[src/rtl/psg_pkg.sv]
// ---------------------------------------------------------------------------
// psg_pkg
// Shared types and constants of the streaming PPM grayscale filter.
// ---------------------------------------------------------------------------
`default_nettype none

package psg_pkg;

  // header bytes that steer the parser
  localparam logic [7:0] NL_BYTE   = 8'h0A;
  localparam logic [7:0] HASH_BYTE = 8'h23;

  // number of newlines that close the header
  localparam logic [1:0] HEADER_LINES = 2'd3;

  // luma weights 0.299, 0.587, 0.114 as unsigned Q0.16
  localparam logic [15:0] W_RED   = 16'd19595;
  localparam logic [15:0] W_GREEN = 16'd38470;
  localparam logic [15:0] W_BLUE  = 16'd7471;

  // width of one weighted product and of the weighted sum
  localparam int unsigned PROD_W = 24;

  // number of output items a job expands to
  localparam logic [1:0] ONE_ITEM    = 2'd1;
  localparam logic [1:0] TWO_ITEMS   = 2'd2;
  localparam logic [1:0] THREE_ITEMS = 2'd3;

  // one job handed from the parser to the output side
  typedef struct packed {
    logic [1:0]        count;   // output items to emit, 1..3
    logic              last;    // last item of the job closes the file
    logic              gray;    // emit the luma of the products
    logic [7:0]        byte0;   // first raw byte
    logic [7:0]        byte1;   // second raw byte
    logic [PROD_W-1:0] prod_r;
    logic [PROD_W-1:0] prod_g;
    logic [PROD_W-1:0] prod_b;
  } psg_job_t;

  // queue status seen by the parser
  typedef struct packed {
    logic full;
    logic empty;
  } psg_qstat_t;

endpackage

`default_nettype wire

[src/rtl/psg_ifs.sv]
// ---------------------------------------------------------------------------
// psg stream interfaces
// Valid/ready channels for PPM input bytes and filtered output bytes.
// ---------------------------------------------------------------------------
`default_nettype none

interface psg_in_if;
  logic       valid;
  logic       ready;
  logic [7:0] data_byte;
  logic       is_final;

  modport source (output valid, output data_byte, output is_final, input ready);
  modport sink (input valid, input data_byte, input is_final, output ready);
endinterface

interface psg_out_if;
  logic       valid;
  logic       ready;
  logic [7:0] out_byte;
  logic       out_last;

  modport source (output valid, output out_byte, output out_last, input ready);
  modport sink (input valid, input out_byte, input out_last, output ready);
endinterface

`default_nettype wire

[src/rtl/psg_front.sv]
// ---------------------------------------------------------------------------
// psg_front
// Byte parser: tracks header and comment state, groups pixel bytes into
// triples and pushes one job per byte run that produces output.
// ---------------------------------------------------------------------------
`default_nettype none

module psg_front
  import psg_pkg::*;
(
  input  wire logic      clk,
  input  wire logic      rst,
  psg_in_if.sink         feed,
  input  wire psg_qstat_t qstat,
  output logic           push,
  output psg_job_t       job
);

  typedef enum logic [1:0] {
    PHASE_RED   = 2'd0,
    PHASE_GREEN = 2'd1,
    PHASE_BLUE  = 2'd2
  } phase_t;

  logic [1:0] newline_count;
  logic       in_comment;
  phase_t     phase;
  logic [7:0] held_red;
  logic [7:0] held_green;

  logic       accept;
  logic       in_header;
  logic [7:0] b;
  logic       fin;

  assign feed.ready = !qstat.full;
  assign accept     = feed.valid && feed.ready;
  assign in_header  = (newline_count != HEADER_LINES);
  assign b          = feed.data_byte;
  assign fin        = feed.is_final;

  // classify the byte and build the job
  always_comb begin
    job.count  = ONE_ITEM;
    job.last   = fin;
    job.gray   = 1'b0;
    job.byte0  = b;
    job.byte1  = b;
    job.prod_r = {8'd0, W_RED} * {16'd0, held_red};
    job.prod_g = {8'd0, W_GREEN} * {16'd0, held_green};
    job.prod_b = {8'd0, W_BLUE} * {16'd0, b};
    push       = 1'b0;
    if (in_header) begin
      push = accept;
    end else begin
      case (phase)
        PHASE_RED: begin
          // partial triple of one byte at end of file
          push = accept && fin;
        end
        PHASE_GREEN: begin
          // partial triple of two bytes at end of file
          job.count = TWO_ITEMS;
          job.byte0 = held_red;
          push      = accept && fin;
        end
        PHASE_BLUE: begin
          job.count = THREE_ITEMS;
          job.gray  = 1'b1;
          push      = accept;
        end
        default: begin
          push = accept && fin;
        end
      endcase
    end
  end

  // parser state
  always_ff @(posedge clk) begin
    if (rst) begin
      newline_count <= '0;
      in_comment    <= 1'b0;
      phase         <= PHASE_RED;
      held_red      <= '0;
      held_green    <= '0;
    end else if (accept) begin
      if (fin) begin
        newline_count <= '0;
        in_comment    <= 1'b0;
        phase         <= PHASE_RED;
        held_red      <= '0;
        held_green    <= '0;
      end else if (in_header) begin
        if (in_comment) begin
          if (b == NL_BYTE) begin
            in_comment <= 1'b0;
          end
        end else if (b == NL_BYTE) begin
          newline_count <= newline_count + 2'd1;
        end else if (b == HASH_BYTE) begin
          in_comment <= 1'b1;
        end
      end else begin
        case (phase)
          PHASE_RED: begin
            held_red <= b;
            phase    <= PHASE_GREEN;
          end
          PHASE_GREEN: begin
            held_green <= b;
            phase      <= PHASE_BLUE;
          end
          default: begin
            phase <= PHASE_RED;
          end
        endcase
      end
    end
  end

endmodule

`default_nettype wire

[src/rtl/psg_queue.sv]
// ---------------------------------------------------------------------------
// psg_queue
// Small job queue between the parser and the output side.
// ---------------------------------------------------------------------------
`default_nettype none

module psg_queue
  import psg_pkg::*;
#(
  parameter int unsigned DEPTH = 2
) (
  input  wire logic       clk,
  input  wire logic       rst,
  input  wire logic       push,
  input  wire psg_job_t   push_job,
  input  wire logic       pop,
  output psg_qstat_t      qstat,
  output psg_job_t        head
);

  localparam int unsigned PTR_W = (DEPTH > 1) ? $clog2(DEPTH) : 1;
  localparam int unsigned CNT_W = $clog2(DEPTH + 1);
  localparam logic [PTR_W-1:0] LAST_PTR = PTR_W'(DEPTH - 1);
  localparam logic [CNT_W-1:0] FULL_CNT = CNT_W'(DEPTH);

  psg_job_t         slots [DEPTH];
  logic [PTR_W-1:0] wr_ptr;
  logic [PTR_W-1:0] rd_ptr;
  logic [CNT_W-1:0] count;

  assign qstat.full  = (count == FULL_CNT);
  assign qstat.empty = (count == '0);
  assign head        = slots[rd_ptr];

  // job storage
  always_ff @(posedge clk) begin
    if (push) begin
      slots[wr_ptr] <= push_job;
    end
  end

  // pointers and fill count
  always_ff @(posedge clk) begin
    if (rst) begin
      wr_ptr <= '0;
      rd_ptr <= '0;
      count  <= '0;
    end else begin
      if (push) begin
        wr_ptr <= (wr_ptr == LAST_PTR) ? '0 : wr_ptr + PTR_W'(1);
      end
      if (pop) begin
        rd_ptr <= (rd_ptr == LAST_PTR) ? '0 : rd_ptr + PTR_W'(1);
      end
      if (push && !pop) begin
        count <= count + CNT_W'(1);
      end else if (pop && !push) begin
        count <= count - CNT_W'(1);
      end
    end
  end

`ifndef NO_ASSERTIONS
  a_no_push_full: assert property (@(posedge clk) disable iff (rst)
    push |-> !qstat.full)
    else $error("job pushed into a full queue");

  a_no_pop_empty: assert property (@(posedge clk) disable iff (rst)
    pop |-> !qstat.empty)
    else $error("job popped from an empty queue");

  a_job_nonzero: assert property (@(posedge clk) disable iff (rst)
    push |-> (push_job.count != 2'd0))
    else $error("job with no output items");
`endif

endmodule

`default_nettype wire

[src/rtl/psg_back.sv]
// ---------------------------------------------------------------------------
// psg_back
// Output side: expands each job into one to three output items, forms the
// luma sum, and holds the result in an output register.
// ---------------------------------------------------------------------------
`default_nettype none

module psg_back
  import psg_pkg::*;
(
  input  wire logic       clk,
  input  wire logic       rst,
  input  wire psg_qstat_t qstat,
  input  wire psg_job_t   head,
  output logic            pop,
  psg_out_if.source       result
);

  logic [1:0]        emit_idx;
  logic              out_valid;
  logic [7:0]        out_byte;
  logic              out_last;

  logic              load;
  logic              take;
  logic              end_of_job;
  logic [PROD_W-1:0] sum;
  logic [7:0]        next_byte;

  assign result.valid    = out_valid;
  assign result.out_byte = out_byte;
  assign result.out_last = out_last;

  // output register is free or being emptied
  assign load       = !out_valid || result.ready;
  assign take       = load && !qstat.empty;
  assign end_of_job = (emit_idx == head.count - 2'd1);
  assign pop        = take && end_of_job;

  // luma: weights sum to 1.0, so the top byte never overflows
  assign sum = head.prod_r + head.prod_g + head.prod_b;

  // pick the byte for the current item of the job
  always_comb begin
    if (head.gray) begin
      next_byte = sum[PROD_W-1 -: 8];
    end else if (emit_idx == 2'd0) begin
      next_byte = head.byte0;
    end else begin
      next_byte = head.byte1;
    end
  end

  // item counter and output register
  always_ff @(posedge clk) begin
    if (rst) begin
      emit_idx  <= '0;
      out_valid <= 1'b0;
    end else begin
      if (take) begin
        out_valid <= 1'b1;
        emit_idx  <= end_of_job ? 2'd0 : emit_idx + 2'd1;
      end else if (result.ready) begin
        out_valid <= 1'b0;
      end
    end
  end

  always_ff @(posedge clk) begin
    if (take) begin
      out_byte <= next_byte;
      out_last <= head.last && end_of_job;
    end
  end

`ifndef NO_ASSERTIONS
  a_idx_in_job: assert property (@(posedge clk) disable iff (rst)
    !qstat.empty |-> (emit_idx < head.count))
    else $error("item index past end of job");

  a_idle_idx_zero: assert property (@(posedge clk) disable iff (rst)
    qstat.empty |-> (emit_idx == 2'd0))
    else $error("item index left open with no job queued");

  a_hold_on_stall: assert property (@(posedge clk) disable iff (rst)
    (out_valid && !result.ready) |=> (out_valid && $stable(out_byte) && $stable(out_last)))
    else $error("output item changed while stalled");
`endif

endmodule

`default_nettype wire

[src/rtl/ppm_stream_grayscale_top.sv]
// ---------------------------------------------------------------------------
// ppm_stream_grayscale_top
// Streaming BT.601 grayscale filter for binary P6 PPM files.
// ---------------------------------------------------------------------------
// feed carries the file one byte per item, is_final on its last byte.
// result carries a file of the same length: header bytes unchanged, then
// each R,G,B triple replaced by three copies of its luma; a partial triple
// at the end of the file is flushed unchanged. out_last marks the last item.
// Bytes after an is_final item start a new file.
// A pixel triple drains from one job as three consecutive output items.
// Throughput: one input byte per cycle sustained while result is ready, set
// by the output register emitting one item per cycle; feed.ready drops only
// while the job queue (QUEUE_DEPTH jobs) is full.
// Reset (rst, synchronous) returns the parser to the start of a header and
// empties the queue and output register.
// A stall on result holds the output item; the queue absorbs new jobs until
// full, then feed.ready falls.
// ---------------------------------------------------------------------------
`default_nettype none

module ppm_stream_grayscale_top
  import psg_pkg::*;
#(
  parameter int unsigned QUEUE_DEPTH = 2
) (
  input  wire logic   clk,
  input  wire logic   rst,
  psg_in_if.sink      feed,
  psg_out_if.source   result
);

  psg_qstat_t qstat;
  psg_job_t   push_job;
  psg_job_t   head;
  logic       push;
  logic       pop;

  // parser
  psg_front u_front (
    .clk   (clk),
    .rst   (rst),
    .feed  (feed),
    .qstat (qstat),
    .push  (push),
    .job   (push_job)
  );

  // job queue
  psg_queue #(
    .DEPTH (QUEUE_DEPTH)
  ) u_queue (
    .clk      (clk),
    .rst      (rst),
    .push     (push),
    .push_job (push_job),
    .pop      (pop),
    .qstat    (qstat),
    .head     (head)
  );

  // output expansion
  psg_back u_back (
    .clk    (clk),
    .rst    (rst),
    .qstat  (qstat),
    .head   (head),
    .pop    (pop),
    .result (result)
  );

endmodule

`default_nettype wire

[src/flat_wrapper.sv]
// flat-port wrapper written by rule: the top's interface ports become plain ports
module ppm_stream_grayscale_top_flat import psg_pkg::*;
#(
  parameter int unsigned QUEUE_DEPTH = 2
)
  (clk, rst, feed_valid, feed_data_byte, feed_is_final, feed_ready, result_valid, result_out_byte, result_out_last, result_ready);
  psg_in_if feed_i ();
  psg_out_if result_i ();
  input  wire logic clk;
  input  wire logic rst;
  input wire logic [$bits(feed_i.valid)-1:0] feed_valid;
  input wire logic [$bits(feed_i.data_byte)-1:0] feed_data_byte;
  input wire logic [$bits(feed_i.is_final)-1:0] feed_is_final;
  output wire logic [$bits(feed_i.ready)-1:0] feed_ready;
  output wire logic [$bits(result_i.valid)-1:0] result_valid;
  output wire logic [$bits(result_i.out_byte)-1:0] result_out_byte;
  output wire logic [$bits(result_i.out_last)-1:0] result_out_last;
  input wire logic [$bits(result_i.ready)-1:0] result_ready;
  assign feed_i.valid = feed_valid;
  assign feed_i.data_byte = feed_data_byte;
  assign feed_i.is_final = feed_is_final;
  assign feed_ready = feed_i.ready;
  assign result_valid = result_i.valid;
  assign result_out_byte = result_i.out_byte;
  assign result_out_last = result_i.out_last;
  assign result_i.ready = result_ready;
  ppm_stream_grayscale_top #(.QUEUE_DEPTH(QUEUE_DEPTH)) u_core (.clk(clk), .rst(rst), .feed(feed_i), .result(result_i));
endmodule
[config.mk]
export PLATFORM = sky130hd
export DESIGN_NAME = ppm_stream_grayscale_top_flat
export DESIGN_NICKNAME = d
export VERILOG_FILES = /design/src/rtl/psg_pkg.sv /design/src/rtl/psg_ifs.sv /design/src/rtl/psg_front.sv /design/src/rtl/psg_queue.sv /design/src/rtl/psg_back.sv /design/src/rtl/ppm_stream_grayscale_top.sv /design/src/flat_wrapper.sv
export SDC_FILE = /design/constraint.sdc
export NUM_CORES = 1
export LEC_CHECK = 0
export BUFFER_PORTS_ARGS = -buffer_cell sky130_fd_sc_hd__buf_2
export CELL_PAD_IN_SITES_DETAIL_PLACEMENT = 1
export CELL_PAD_IN_SITES_GLOBAL_PLACEMENT = 2
export CORE_MARGIN = 2
export CORE_UTILIZATION = 46
export DETAILED_ROUTE_END_ITERATION = 7
export GPL_ROUTABILITY_DRIVEN = 0
export GPL_TIMING_DRIVEN = 1
export PLACE_DENSITY_LB_ADDON = 0.15
export SYNTH_ARGS = -nofsm -noshare
export SYNTH_HDL_FRONTEND = slang
export SYNTH_SLANG_ARGS = --single-unit
[constraint.sdc]
create_clock -name clk -period 9 [get_ports clk]
set_input_delay 1.8 -clock clk [delete_from_list [all_inputs] [get_ports clk]]
set_output_delay 1.8 -clock clk [all_outputs]
set_load 0.05 [all_outputs]
Word-level counts from Yosys, hierarchy flattened
Memories as Yosys holds them, arrays and structs flattened. A register that Yosys moved wholly into a read port is not among the register bits.
Cells that the tools add are included.

storage, ports and cells
  word-level logic and storage cells = 100
  output and inout bits = 11
  memories kept = 1
  memory bits (writable) = 174
  bits in registers = 37

memories
  memory                depth  width  rd ports  clocked after Yosys merged registers in  write ports  RTL line         text
  u_core.u_queue.slots  2      87     1         1                                        1            psg_queue.sv:26  psg_job_t slots [DEPTH];

cells by class
  $mul = 3
  reductions and logical operators = 27
  muxes and demuxes = 39
  equal/unequal tests = 9
  add/sub/neg operators = 9

operator list
  operator               number
  $mux 8                 9
  $add 24x24->24         2
  $mul 15x8->23 const A  2
  $mul 13x8->21 const A  1
  $mux 2                 10
  $mux 1                 17
  $reduce_bool 2->1      6
  $mux 9                 1
  $eq 8x4->1 const B     1
  $eq 8x6->1 const B     1
  $pmux 2 s2             2
  $logic_and 1x1->1      7
  $add 2x1->2 const B    3
  $logic_not 2->1        3
  $ne 2x2->1 const B     3
  $reduce_and 3->1       2
  $logic_not 1->1        5
  $eq 2x2->1 const B     2
  $reduce_and 2->1       2
  $reduce_and 4->1       1
  $sub 2x1->2 const B    2
  $add 1x1->1 const B    2
  $eq 2x1->1 const B     1
  $eq 2x2->1             1
  $logic_or 1x1->1       1

Logic depth before layout (Yosys ltp)
  word-level depth = 10
  gate-level depth with buffers = 18

By module
From an unflattened synthesis, not the netlist that was laid out.

second synthesis, totals
  cells, all modules = 1386
  area, all modules = 16185.5 sq um

by module, submodules not included
  module     seq. area each (sq um)  cells an instance  area each (sq um)  instances
  psg_front  420.4                   849                7201.9             1
  psg_queue  5625.4                  308                6871.6             1
  psg_back   330.3                   229                2112.0             1

Worst setup path before layout
No wires, ideal clock.

  path kind = in2reg
  from = in feed_is_final
  to = mem u_core.u_queue.slots[0][10] in the netlist's numbering, enable pin
  data arrival time = 6.230 ns
  setup slack = 2.229 ns
  path buffers = 1
  cell stages on the path = 5
  cells stage by stage = clkbuf_1 -> nand2b_1 -> nor2_1 -> nor2_1 -> nor2b_1

between the ends
  longest elaborated chain between the ends = 5

ends and longest elaborated chain
  item                          RTL line                                           text
  from (decl)                   flat_wrapper.sv:13                                 input wire logic [$bits(feed_i.is_final)-1:0] feed_is_final;
  $logic_and 1x1->1             psg_front.sv:59, psg_front.sv:65, psg_front.sv:73
  $mux 1                        n/a
  $mux 1                        psg_front.sv:53                                    if (in_header) begin
  named net u_core.push         ppm_stream_grayscale_top.sv:35                     logic push;
  $mux 1                        psg_queue.sv:37                                    if (push) begin
  $mux 1 (not written as such)  psg_queue.sv:38                                    slots[wr_ptr] <= push_job;
  to (decl)                     psg_queue.sv:26

The timed path passes the listed nets, and every way through them passes these cells.

==> summary.md <==
| Metric | Value |
|---|---|
| #FFs+latches synth | `210` |
| Setup TNS | `0 ps` |
| Routed vias/inst | `5.46` |
| Initial antenna violation count | `0` |
| Synth warn | `0` |
| P_int | `3.06 mW` |
| Nets | `1522` |
| Final hold slack | `484 ps` |
| Max Slew Vio Count | `0` |
| Die span in y | `183 um` |
| Ys flop type | `edfxtp_1` |
| Clock slew at reported path FFs | `50 ps` |
| Die width | `183 um` |
| Count leader, synth | `ha_1` |
| Worst Hold Class | `reg2reg` |
| Sequential share of power | `28.7%` |
| Vias | `approximately 9000` |
| Synthesized instance count | `1177` |
| Clock power frac | `18.7%` |
| Critical path arrival | `6150 ps` |
| Worst r2r path cells | `12` |
| Final setup violating endpoints | `0` |
| DRC violation count after routing | `0` |
| Grt total ovfl | `0` |
| Gr usage total | `21.4%` |
| Clock sink count | `210` |
| Crit end category | `flop` |
| Netlist Area Pre-Place | `14700 um2` |
| Overall power | `between 5 and 6 mW` |
| Hold_sp | `u_core.u_back.emit_idx[1]` |
| Mapped Avg Cell Area | `between 10 and 15 um2` |
| Logic pwr share | `52.5%` |
| Post-route ant nets | `0` |
| Clk_skew | `16.8 ps` |
| Share of the synthesized area in the top cell type | `37.1%` |
| Die area | `33300 um2` |
| Diode count | `0` |
| I/O pin count | `24` |
| Layout cells sized above 1 | `12.8%` |
| # hold bufs at CTS | `0` |
| Pin count of the biggest net entering global routing | `67` |
| Final period utilization | `~66%` |
| Max clock buf depth | `3` |
| First-pass GRT wire length | `54400 um` |
| Hold path endpoint | `u_core.u_back.emit_idx[1]` |
| Sw frac | `40.5%` |
| Initial DRC Count | `roughly 470` |
| CTS root buffer | `clkbuf_16` |
| Cts bufs inserted | `25` |
| Relative slew slack | `21.3%` |
| WS Path Type | `in2reg` |
| H-tree depth | `1` |
| Slew @ Worst Pin | `1170 ps` |
| Mapped Nets | `approximately 1500` |
| F_max | `approximately 170 MHz` |
| Buffers on Ports | `23` |
| Area growth syn-to-layout | `9.28%` |
| TritonRoute pass-1 iters | `5` |
| Crit path max fanout | `9` |
| Max_cap viols | `0` |
| Synth area leaders | `edfxtp_1 37%, ha_1 18%, fa_1 11%` |
| Part of the Yosys area used for sequential elements | `41.0%` |
| Post-synth top cells | `213 x ha_1, 181 x edfxtp_1, 154 x inv_1` |
| Cell leakage power | `roughly 7.4 nW` |
| Initial core utilization | `46.6%` |
| RR Endpoint | `u_core.u_back.result.out_byte[7]` |
| Wire per inst | `~21 um` |
| DP HPWL | `about 27000 um` |
| Maximum vdd drop | `0.133 mV` |
| Cell area power density | `321 nW/um2` |
| Number of synthesized flops with an enable pin | `between 150 and 200` |
| # Post-CTS Setup Buffers | `0` |
| Flop2flop setup slack | `roughly 4000 ps` |
| Core Region | `31500 um2` |
| CTS tree | `done` |
| Yosys top cell by area | `edfxtp_1` |
| Hold Path Depth | `2` |
| Row count | `65` |
| NetSw | `2.08 mW` |
| Vias in the first global route | `9757` |
| Startpoint Class | `input port` |
| Layout filler cell count | `3250` |
| Synth unique cells | `61` |
| Final-report hold violation count | `0` |
| Total wire length | `34100 um` |
| Asr flop ratio synth | `0%` |
| Min Tclk post-route | `5900 ps` |
| Post-CTS resize count | `0` |
| Worst-Skew Late Latency | `between 500 and 600 ps` |
| Status | `finished clean` |
| Unrepaired setup endpoints after global routing | `false` |
| Worst Path Required | `9250 ps` |
-- critical path: stages --
cell	delay, ps
buf_2	170
fa_1	600
inv_1	100
fa_1	560
inv_1	70
fa_1	520
inv_1	60
fa_1	540
inv_1	40
ha_1	280
o21ai_0	90
o21bai_2	210
a21oi_2	100
o21a_1	220
or4_1	510
a31oi_1	170
xnor2_1	110
-- per-layer routing --
metal	track usage (%)	vias up	wire, um
met2	37.3	112	16900
met3	1.86	44	888
met4	5.03	0	701
li1	-	4266	-
met5	0	-	0
met1	29.0	4492	15600
-- worst max-delay path by stage --
stage / cells after the start / to / from
global placement: 17 / u_core.u_queue.slots[0][20] / feed_data_byte[5]
finish: 17 / u_core.u_queue.slots[0][20] / feed_data_byte[5]
CTS: 17 / u_core.u_queue.slots[0][20] / feed_data_byte[5]
detailed placement: 17 / u_core.u_queue.slots[1][20] / feed_data_byte[5]
global route: 17 / u_core.u_queue.slots[1][20] / feed_data_byte[5]
floorplan: 5 / u_core.u_queue.slots[0][10] / feed_is_final
-- state kept, by name, summed over array words and instances, names as in the netlist, named ones only --
| name | cells |
|---|---|
| u_core.u_back.result.out_last | 1 |
| u_core.u_queue.count | 2 |
| u_core.u_queue.rd_ptr | 1 |
| u_core.u_back.result.out_byte | 8 |
| u_core.u_queue.slots | 172 |
| u_core.u_back.result.valid | 1 |
| u_core.u_queue.wr_ptr | 1 |
| u_core.u_back.emit_idx | 2 |
| u_core.u_front.in_comment | 1 |
| u_core.u_front.held_green | 8 |
| u_core.u_front.held_red | 8 |
| u_core.u_front.phase | 2 |
| u_core.u_front.newline_count | 2 |
-- cell type report --
type                    instances  area [um2]  area share [%]
well taps                     402         503            3.14
multi-input cells             795        7990            49.9
repair buffers                 28         153           0.953
inverters                     154         578            3.61
clock buffers                  27         633            3.95
clock inverters                17         141           0.883
flip-flops and latches        210        6020            37.6
-- metrics by stage --
| step | cells | cell area [um2] | setup slack, ps | utilization (%) |
|---|---|---|---|---|
| global placement | 1589 | 15200 | 2660 | 48.4 |
| finish | 1633 | 16000 | 3100 | 50.9 |
| floorplan | 1177 | 14700 | 2230 | - |
| CTS | 1633 | 16000 | 3120 | 50.9 |
| detailed placement | 1589 | 15200 | 2580 | 48.4 |
| global route | 1633 | 16000 | 2910 | 50.9 |
-- kinds of logic after synthesis --
| logic type | count (synthesis) | synth area share (%) |
|---|---|---|
| AOI/OAI and AO/OA | 181 | 8.19 |
| xor gates and xnor gates | 60 | 3.58 |
| adders and majority gates | 295 | 29.4 |
| buffers and inverters | 172 | 4.51 |
| DFF | 210 | 41.0 |
| muxes | 99 | 8.02 |
| and+or+nand+nor | 160 | 5.27 |
-- cell usage in the layout (no fill, tap or decap), types with 6 or more instances in the layout --
master     synthesis  routed
a21o_1            33      33
fa_1              82      82
o21ai_1            6       6
mux2_2            68      68
ha_1             213     213
nand4_1            9       9
nor3_1             8       8
inv_1            154     154
dfxtp_1           29      28
mux4_2             8       8
o21bai_1           7       7
clkinv_1           0       8
nand2_1           31      31
a31oi_1            6       6
xor2_1            17      17
buf_2              7      23
xnor2_1           43      43
clkbuf_16          0      25
nand3_1           11      11
nor2_1            57      57
a21oi_1           45      45
o21ai_0           38      38
edfxtp_1         181     181
nand2b_1          11      11
mux2i_1           23      23
o21a_1            10      10
-- power groups by stage --
stage	sequential, mW	combinational [mW]	clock (mW)
2_1_floorplan	1.54	1.92	0
3_3_place_gp	1.49	2.66	0
3_5_place_dp	1.50	2.71	0
4_1_cts	1.48	2.74	0.987
5_1_grt	1.50	3.03	1.02
6_report	1.48	2.70	0.963
Power figures use the tool's default switching activity.
